**src/rtl/rvx_pkg.sv**
```systemverilog
// Shared types, constants and helpers for the RV32I integer execute block.
`timescale 1ns / 1ps
`default_nettype none
package rvx_pkg;

  localparam int XLEN      = 32;
  localparam int REG_COUNT = 32;
  localparam int RF_AW     = $clog2(REG_COUNT);

  typedef logic [RF_AW-1:0] rf_addr_t;
  typedef logic [4:0]       reg_idx_t;
  typedef logic [4:0]       mode_t;

  // Register file write port
  typedef struct packed {
    logic           en;
    reg_idx_t       idx;
    logic [XLEN-1:0] val;
  } wb_t;

  localparam mode_t MODE_LUI   = 5'd0;
  localparam mode_t MODE_AUIPC = 5'd1;
  localparam mode_t MODE_JAL   = 5'd2;
  localparam mode_t MODE_JALR  = 5'd3;
  localparam mode_t MODE_BEQ   = 5'd4;
  localparam mode_t MODE_BNE   = 5'd5;
  localparam mode_t MODE_BLT   = 5'd6;
  localparam mode_t MODE_BGE   = 5'd7;
  localparam mode_t MODE_BLTU  = 5'd8;
  localparam mode_t MODE_BGEU  = 5'd9;
  localparam mode_t MODE_ADDI  = 5'd10;
  localparam mode_t MODE_SLTI  = 5'd11;
  localparam mode_t MODE_SLTIU = 5'd12;
  localparam mode_t MODE_XORI  = 5'd13;
  localparam mode_t MODE_ORI   = 5'd14;
  localparam mode_t MODE_ANDI  = 5'd15;
  localparam mode_t MODE_SLLI  = 5'd16;
  localparam mode_t MODE_SRLI  = 5'd17;
  localparam mode_t MODE_SRAI  = 5'd18;
  localparam mode_t MODE_ADD   = 5'd19;
  localparam mode_t MODE_SUB   = 5'd20;
  localparam mode_t MODE_SLL   = 5'd21;
  localparam mode_t MODE_SLT   = 5'd22;
  localparam mode_t MODE_SLTU  = 5'd23;
  localparam mode_t MODE_XOR   = 5'd24;
  localparam mode_t MODE_SRL   = 5'd25;
  localparam mode_t MODE_SRA   = 5'd26;
  localparam mode_t MODE_OR    = 5'd27;
  localparam mode_t MODE_AND   = 5'd28;

  // Register index that names real storage
  function automatic logic idx_ok(reg_idx_t i);
    return 6'(i) < 6'(REG_COUNT);
  endfunction

endpackage
`default_nettype wire

```
**src/rtl/rvx_regfile.sv**
```systemverilog
// Register file: two-read one-write synchronous memory with valid bits and write forwarding.
`timescale 1ns / 1ps
`default_nettype none
module rvx_regfile (
  input  wire logic                clk,
  input  wire logic                rst_n,
  input  wire logic                rd_en,
  input  wire rvx_pkg::reg_idx_t   rs1_addr,
  input  wire rvx_pkg::reg_idx_t   rs2_addr,
  input  wire rvx_pkg::wb_t        wb,
  output logic [rvx_pkg::XLEN-1:0] op_a,
  output logic [rvx_pkg::XLEN-1:0] op_b
);
  import rvx_pkg::*;

  logic [XLEN-1:0] mem [REG_COUNT];
  logic [REG_COUNT-1:0] vld_r;

  logic [XLEN-1:0] rdata1_r, rdata2_r;
  logic            rvld1_r, rvld2_r;
  reg_idx_t        ra1_r, ra2_r;

  // last write, for a read that raced it at the same edge
  logic            fwd_en_r;
  reg_idx_t        fwd_idx_r;
  logic [XLEN-1:0] fwd_val_r;

  always_ff @(posedge clk) begin
    if (wb.en) begin
      mem[wb.idx[RF_AW-1:0]] <= wb.val;
    end
    if (rd_en) begin
      rdata1_r <= mem[rs1_addr[RF_AW-1:0]];
      rdata2_r <= mem[rs2_addr[RF_AW-1:0]];
      ra1_r    <= rs1_addr;
      ra2_r    <= rs2_addr;
    end
    if (wb.en) begin
      fwd_idx_r <= wb.idx;
      fwd_val_r <= wb.val;
    end
  end

  always_ff @(posedge clk) begin
    if (!rst_n) begin
      vld_r    <= '0;
      rvld1_r  <= 1'b0;
      rvld2_r  <= 1'b0;
      fwd_en_r <= 1'b0;
    end else begin
      if (wb.en) begin
        vld_r[wb.idx[RF_AW-1:0]] <= 1'b1;
        fwd_en_r                 <= 1'b1;
      end
      if (rd_en) begin
        rvld1_r <= vld_r[rs1_addr[RF_AW-1:0]];
        rvld2_r <= vld_r[rs2_addr[RF_AW-1:0]];
      end
    end
  end

  always_comb begin
    if (!idx_ok(ra1_r)) begin
      op_a = '0;
    end else if (fwd_en_r && fwd_idx_r == ra1_r) begin
      op_a = fwd_val_r;
    end else if (rvld1_r) begin
      op_a = rdata1_r;
    end else begin
      op_a = '0;
    end
    if (!idx_ok(ra2_r)) begin
      op_b = '0;
    end else if (fwd_en_r && fwd_idx_r == ra2_r) begin
      op_b = fwd_val_r;
    end else if (rvld2_r) begin
      op_b = rdata2_r;
    end else begin
      op_b = '0;
    end
  end

endmodule
`default_nettype wire

```
**src/rtl/rv32i_integer_execute_top.sv**
```systemverilog
// Top level of the RV32I integer execute block: operand read, execute and result register.
`timescale 1ns / 1ps
`default_nettype none
// Executes one decoded RV32I integer instruction per item and returns one result
// item with the write-back and the next PC. The block takes one item per clock while
// in_stall is low: operands are read from a two-read, one-write synchronous register
// file at the accept edge, the instruction executes from the next cycle on, and when it
// leaves the execute stage the write-back and the load of the output register happen
// at the same edge, so the result is then offered from the output register. The
// result of an item is forwarded to the item right behind it, so back-to-back
// dependent instructions run at full rate. A result held by out_stall stalls the
// input only once the execute stage is also full. Register contents are zero
// after reset with no clearing pass.
module rv32i_integer_execute_top (
  input  wire logic                clk,
  input  wire logic                rst_n,
  input  wire logic                in_valid,
  output logic                     in_stall,
  input  wire rvx_pkg::mode_t      in_mode,
  input  wire rvx_pkg::reg_idx_t   in_dest_reg,
  input  wire rvx_pkg::reg_idx_t   in_src1_reg,
  input  wire rvx_pkg::reg_idx_t   in_src2_reg,
  input  wire logic [19:0]         in_raw_immediate,
  output logic                     out_valid,
  input  wire logic                out_stall,
  output logic                     out_write_enable,
  output rvx_pkg::reg_idx_t        out_write_index,
  output logic [rvx_pkg::XLEN-1:0] out_write_value,
  output logic                     out_branch_taken,
  output logic [rvx_pkg::XLEN-1:0] out_next_pc
);
  import rvx_pkg::*;

  logic in_acc, s1_fire;

  logic            s1_valid_r, s1_valid_nxt;
  mode_t           s1_mode_r;
  reg_idx_t        s1_rd_r, s1_rs2_r;
  logic [19:0]     s1_raw_r;
  logic [XLEN-1:0] pc_r;

  logic            out_valid_r, out_valid_nxt;
  logic            out_we_r;
  reg_idx_t        out_idx_r;
  logic [XLEN-1:0] out_val_r, out_pc_r;
  logic            out_taken_r;

  logic [XLEN-1:0] op_a, op_b;
  wb_t             wb;

  logic [XLEN-1:0] iimm, uimm, joff, boff, opr2, sum, diff, pc4, pc_off;
  logic [XLEN-1:0] shl, shr, sra, val, next_pc;
  logic [4:0]      shamt;
  logic            lt_s, lt_u, eq, wr, taken, is_imm;

  assign s1_fire  = s1_valid_r && (!out_valid_r || !out_stall);
  assign in_stall = s1_valid_r && !s1_fire;
  assign in_acc   = in_valid && !in_stall;

  assign s1_valid_nxt  = in_acc || (s1_valid_r && !s1_fire);
  assign out_valid_nxt = s1_fire || (out_valid_r && out_stall);

  rvx_regfile u_rf (
    .clk      (clk),
    .rst_n    (rst_n),
    .rd_en    (in_acc),
    .rs1_addr (in_src1_reg),
    .rs2_addr (in_src2_reg),
    .wb       (wb),
    .op_a     (op_a),
    .op_b     (op_b)
  );

  // Immediate reassembly
  assign iimm = {{20{s1_raw_r[11]}}, s1_raw_r[11:0]};
  assign uimm = {s1_raw_r, 12'b0};
  assign joff = {{11{s1_raw_r[19]}}, s1_raw_r[19], s1_raw_r[7:0], s1_raw_r[8],
                 s1_raw_r[18:9], 1'b0};
  assign boff = {{19{s1_raw_r[6]}}, s1_raw_r[6], s1_rd_r[0], s1_raw_r[5:0],
                 s1_rd_r[4:1], 1'b0};

  // JALR and the I-type ALU operations take the I immediate; all other modes take rs2
  assign is_imm = (s1_mode_r == MODE_JALR) ||
                  (s1_mode_r >= MODE_ADDI && s1_mode_r <= MODE_SRAI);
  assign opr2   = is_imm ? iimm : op_b;

  assign sum  = op_a + opr2;
  assign diff = op_a - op_b;
  assign eq   = (op_a == opr2);
  assign lt_u = (op_a < opr2);
  assign lt_s = ((op_a ^ 32'h8000_0000) < (opr2 ^ 32'h8000_0000));

  assign shamt = is_imm ? s1_rs2_r : op_b[4:0];
  assign shl   = op_a << shamt;
  assign shr   = op_a >> shamt;
  assign sra   = XLEN'($signed(op_a) >>> shamt);

  assign pc4    = pc_r + 32'd4;
  assign pc_off = pc_r + ((s1_mode_r == MODE_JAL) ? joff : boff);

  always_comb begin
    val     = '0;
    wr      = 1'b0;
    taken   = 1'b0;
    next_pc = pc4;
    case (s1_mode_r)
      MODE_LUI:   begin val = uimm;        wr = 1'b1; end
      MODE_AUIPC: begin val = uimm + pc_r; wr = 1'b1; end
      MODE_JAL: begin
        val = pc4; wr = 1'b1; taken = 1'b1; next_pc = pc_off;
      end
      MODE_JALR: begin
        val = pc4; wr = 1'b1; taken = 1'b1; next_pc = {sum[XLEN-1:1], 1'b0};
      end
      MODE_BEQ:   taken = eq;
      MODE_BNE:   taken = !eq;
      MODE_BLT:   taken = lt_s;
      MODE_BGE:   taken = !lt_s;
      MODE_BLTU:  taken = lt_u;
      MODE_BGEU:  taken = !lt_u;
      MODE_ADDI, MODE_ADD: begin val = sum; wr = 1'b1; end
      MODE_SLTI, MODE_SLT: begin val = {31'b0, lt_s}; wr = 1'b1; end
      MODE_SLTIU, MODE_SLTU: begin val = {31'b0, lt_u}; wr = 1'b1; end
      MODE_XORI, MODE_XOR: begin val = op_a ^ opr2; wr = 1'b1; end
      MODE_ORI, MODE_OR:   begin val = op_a | opr2; wr = 1'b1; end
      MODE_ANDI, MODE_AND: begin val = op_a & opr2; wr = 1'b1; end
      MODE_SLLI, MODE_SLL: begin val = shl; wr = 1'b1; end
      MODE_SRLI, MODE_SRL: begin val = shr; wr = 1'b1; end
      MODE_SRAI, MODE_SRA: begin val = sra; wr = 1'b1; end
      MODE_SUB:   begin val = diff; wr = 1'b1; end
      default:    ;
    endcase
    if (MODE_BEQ <= s1_mode_r && s1_mode_r <= MODE_BGEU && taken) begin
      next_pc = pc_off;
    end
    // x0 and indices past the file drop the write
    if (s1_rd_r == '0 || !idx_ok(s1_rd_r)) begin
      wr = 1'b0;
    end
  end

  assign wb.en  = s1_fire && wr;
  assign wb.idx = s1_rd_r;
  assign wb.val = val;

  always_ff @(posedge clk) begin
    if (!rst_n) begin
      s1_valid_r  <= 1'b0;
      out_valid_r <= 1'b0;
      pc_r        <= '0;
    end else begin
      s1_valid_r  <= s1_valid_nxt;
      out_valid_r <= out_valid_nxt;
      if (s1_fire) begin
        pc_r <= next_pc;
      end
    end
  end

  always_ff @(posedge clk) begin
    if (in_acc) begin
      s1_mode_r <= in_mode;
      s1_rd_r   <= in_dest_reg;
      s1_rs2_r  <= in_src2_reg;
      s1_raw_r  <= in_raw_immediate;
    end
    if (s1_fire) begin
      out_we_r    <= wr;
      out_idx_r   <= wr ? s1_rd_r : '0;
      out_val_r   <= wr ? val : '0;
      out_taken_r <= taken;
      out_pc_r    <= next_pc;
    end
  end

  assign out_valid        = out_valid_r;
  assign out_write_enable = out_we_r;
  assign out_write_index  = out_idx_r;
  assign out_write_value  = out_val_r;
  assign out_branch_taken = out_taken_r;
  assign out_next_pc      = out_pc_r;

endmodule
`default_nettype wire

```
**config.mk**
```make
export PLATFORM = sky130hd
export DESIGN_NAME = rv32i_integer_execute_top
export DESIGN_NICKNAME = d
export VERILOG_FILES = /design/src/rtl/rvx_pkg.sv /design/src/rtl/rvx_regfile.sv /design/src/rtl/rv32i_integer_execute_top.sv
export SDC_FILE = /design/constraint.sdc
export NUM_CORES = 2
export LEC_CHECK = 0
export BUFFER_PORTS_ARGS = -buffer_cell sky130_fd_sc_hd__buf_2
export CELL_PAD_IN_SITES_DETAIL_PLACEMENT = 0
export CELL_PAD_IN_SITES_GLOBAL_PLACEMENT = 2
export CORE_MARGIN = 2
export CORE_UTILIZATION = 44
export CTS_CLUSTER_DIAMETER = 40
export DETAILED_ROUTE_END_ITERATION = 10
export PLACE_DENSITY = 0.79
export SLEW_MARGIN = 0
export SYNTH_ARGS = -nofsm -noshare
export SYNTH_HDL_FRONTEND = slang
export SYNTH_SLANG_ARGS = --single-unit
export TNS_END_PERCENT = 50
```
**constraint.sdc**
```tcl
create_clock -name clk -period 16.6 [get_ports clk]
set_input_delay 4.15 -clock clk [delete_from_list [all_inputs] [get_ports clk]]
set_output_delay 4.15 -clock clk [all_outputs]
set_load 0.005 [all_outputs]
```
==> impl_metrics.yaml <==
logic_synthesis:
  ys_types: 93
  synth_area_um2: 72000
  synth_edf_count: 1236
  post-synth-top-count-cell: "edfxtp_1"
  ys_seq_area_share_pct: 53.5
  synth_common_cells: "edfxtp_1 (1236), mux4_2 (660), nand2_1 (335)"
  yosys.area.top_type_share_pct: 51.6
  synthTopCellsByArea: "edfxtp_1 (52%), mux4_2 (21%), ha_1 (3.1%), mux2i_1 (2.0%), dfxtp_1 (1.9%)"
  synth_top_cell_by_area: "edfxtp_1"
  yosysWarningCount: 0
  synth_async_sr_flop_share_pct: 0
  syn_avg_cell_area_um2: 14.6
  synthFlopType: "edfxtp_1"
  synth_cells: 4921
  synth-seq-cells: 1305
global_route:
  grt_pass1_vias: 48900
  antenna_found_initial: 9
  grt_overflow: 0
  grt_first_pass_wirelength_mm: 364
  grt_max_degree: 79
  track_usage_pct: 30.5
detailed_routing:
  drt_pass1_iterations: 8
  ant_nets: 0
  wl_met3_mm: 23.2
  wl_met2_mm: 122
  top_layer: "met5"
  routedWlPerCell_um: 34.8
  drc_errors: 0
  routed_wl_mm: 257
  vias: 49200
  drt_iter0_markers: 6309
  viasPerCell: 6.65
  wirelength_met1_mm: 99.1
final_layout:
  multi_input_comb_area_um2: 32200
  seqCellArea_um2: 38500
  stdcell_count: 7407
  fin_util_pct: 50.6
  final_nets: 5294
  areaGrowthSynthToFinish_pct: 14.2
  fill_cells: 13700
  drive_above_1_share_pct: 27.6
setup_path:
  cp_common_cell: "buf_2"
  critical_path_required_ns: 12.45
  rr_startpoint: "u_rf.ra2_r[4]"
  path_max_fanout: 3
  reg2regPathDepth: 19
  worstReg2RegEnd: "pc_r[18]"
  setup.worst_path.start_class: "primary input"
  path_class: "in2out"
  crit_path_top_delay_cell: "and3_1"
  crit_family: "buffers and inverters"
  cp.buffers_inverters: 2
  crit_arrival_ns: 4.61
  slowest_delay_ns: 0.23
  crit_start: "out_stall"
  end_kind: "primary output"
  crit_chain: "buf_2 -> and3_1 -> buf_2"
  reg2reg_slack_ns: 8.93
timing:
  hold_viol_final: 0
  rsz0062_at_grt: "false"
  skew_ns: 0.0905
  fmax_ghz: 0.114
  timing.final.crit_share_pct: 52.8
  period_minus_slack_ns: 8.76
  relSlewSlack_pct: 10.6
  tns_ns: 0
  finalMaxSlewViolations: 0
  worst_pin_slew_ns: 1.33
  setup_viol: 0
  setup_ws_ns: 7.84
min_path:
  worst_hold_path_type: "reg2reg"
  worstHoldStart: "pc_r[0]"
  hold_path_end: "pc_r[0]"
  whs_path_depth: 2
die:
  die_w_um: 409
  rows: 148
  ios: 117
  fp.dieH_um: 409
  core_region_area_um2: 163000
  die_area_um2: 167000
  initial_core_util_pct: 44.3
clock_tree:
  htreeDepth: 4
  cts_setup_buffers: 0
  clock-sinks: 1305
  cts_resized: 0
  insertion_delay_ns: 0.86
  cts-root-buf: "clkbuf_16"
  ctsHoldBuffers: 0
  tritoncts: "built"
  cts_buffers: 186
  clkTransAtPathRegs_ns: 0.04
  clockBufferDepth: 3
power_and_ir_drop:
  p_per_area_nw_per_um2: 112
  p_leak_nw: 28.6
  ir_worst_vdd_mv: 0.129
  power_mw: 9.23
place:
  dp.cells: 7058
  gp_congestion: 0.999
  dp_hpwl_mm: 161
  pre_cts_slack_ns: 7.65
  port_buffers: 116
run:
  maxCapViolCount: 0
run_status:
  status: "complete, no violations"
-- placed cells by master, fill, tap and decap left out, drive strengths merged, types with 87 or more instances in the layout --
cell type and n:
ha 176, o21ai 168, clkbuf 203, inv 158, nand2 337, nand3 87, buf 273, mux4 660
edfxtp 1236, mux2i 143, nor2 278, a21oi 262
-- worst max-delay path by stage --
stage | end | slack, ns | cells past startpoint
final | in_stall | 7.84 | 3
after global placement | u_rf.rdata1_r[22] | 7.65 | 7
after floorplan | s1_mode_r[0] | 6.92 | 2
after global routing | in_stall | 7.78 | 3
after detailed placement | u_rf.rdata1_r[27] | 7.65 | 7
after CTS | in_stall | 7.83 | 3
-- flip-flops by register name, summed over array words and instances, names as in the netlist, 20 cells and up --
| signal | count |
|---|---|
| out_next_pc | 32 |
| out_write_value | 32 |
| pc_r | 32 |
| s1_raw_r | 20 |
| u_rf.fwd_val_r | 32 |
| u_rf.mem | 1024 |
| u_rf.rdata1_r | 32 |
| u_rf.rdata2_r | 32 |
| u_rf.vld_r | 32 |
-- layout make-up --
| class | count | area share (%) |
|---|---|---|
| Sequential cell | 1305 | 46.8 |
| Multi-Input combinational cell | 3187 | 39.1 |
| Clock buffer | 203 | 5.79 |
| Tap cell | 2175 | 3.31 |
| Timing Repair Buffer | 273 | 2.21 |
| Clock inverter | 143 | 2.19 |
| Inverter | 118 | 0.542 |
| Antenna cell | 3 | 0.00913 |
-- per-stage QoR --
step | hold slack (ns) | area, µm²
after floorplan | 0.420 | 72100
after global placement | 0.463 | 75700
after detailed placement | 0.481 | 75700
after CTS | 0.489 | 82200
after global routing | 0.506 | 82200
final | 0.491 | 82200
-- per-layer routing --
layer,track usage [%],vias to the layer above
met3,5.54,571
met2,48.6,2761
met5,0,-
met4,14.3,2
met1,40.7,25600
li1,-,20300
-- kinds of logic (layout without fill, tap and decap cells) --
kind of cell	Yosys count	in the layout	share of synthesized area (%)
other cells	1	35	0.00521
simple gates	982	982	6.29
compound gates	975	975	9.05
buf+inv	460	737	2.49
mux	882	882	23.9
flops	1305	1305	53.5
fa+ha+maj	181	181	3.17
xor+xnor	135	135	1.64
-- worst register-to-register path: cells and delay by family (launching register included) --
family                   cells  cell delay [ns]
adder cells (fa/ha/maj)      1             0.59
flip-flops                   1             0.44
buffers and inverters        1             0.28
XOR/XNOR                     2             0.51
AO/OA/AOI/OAI                8             2.95
AND/OR/NAND/NOR              7             2.75
-- report_power, final --
group / internal [mW] / leakage [nW] / switching, mW
logic: 0.469 / 13.5 / 0.856
registers: 3.77 / 12.0 / 0.0634
clock network: 2.46 / 3.15 / 1.62
Power figures use the tool's default switching activity.
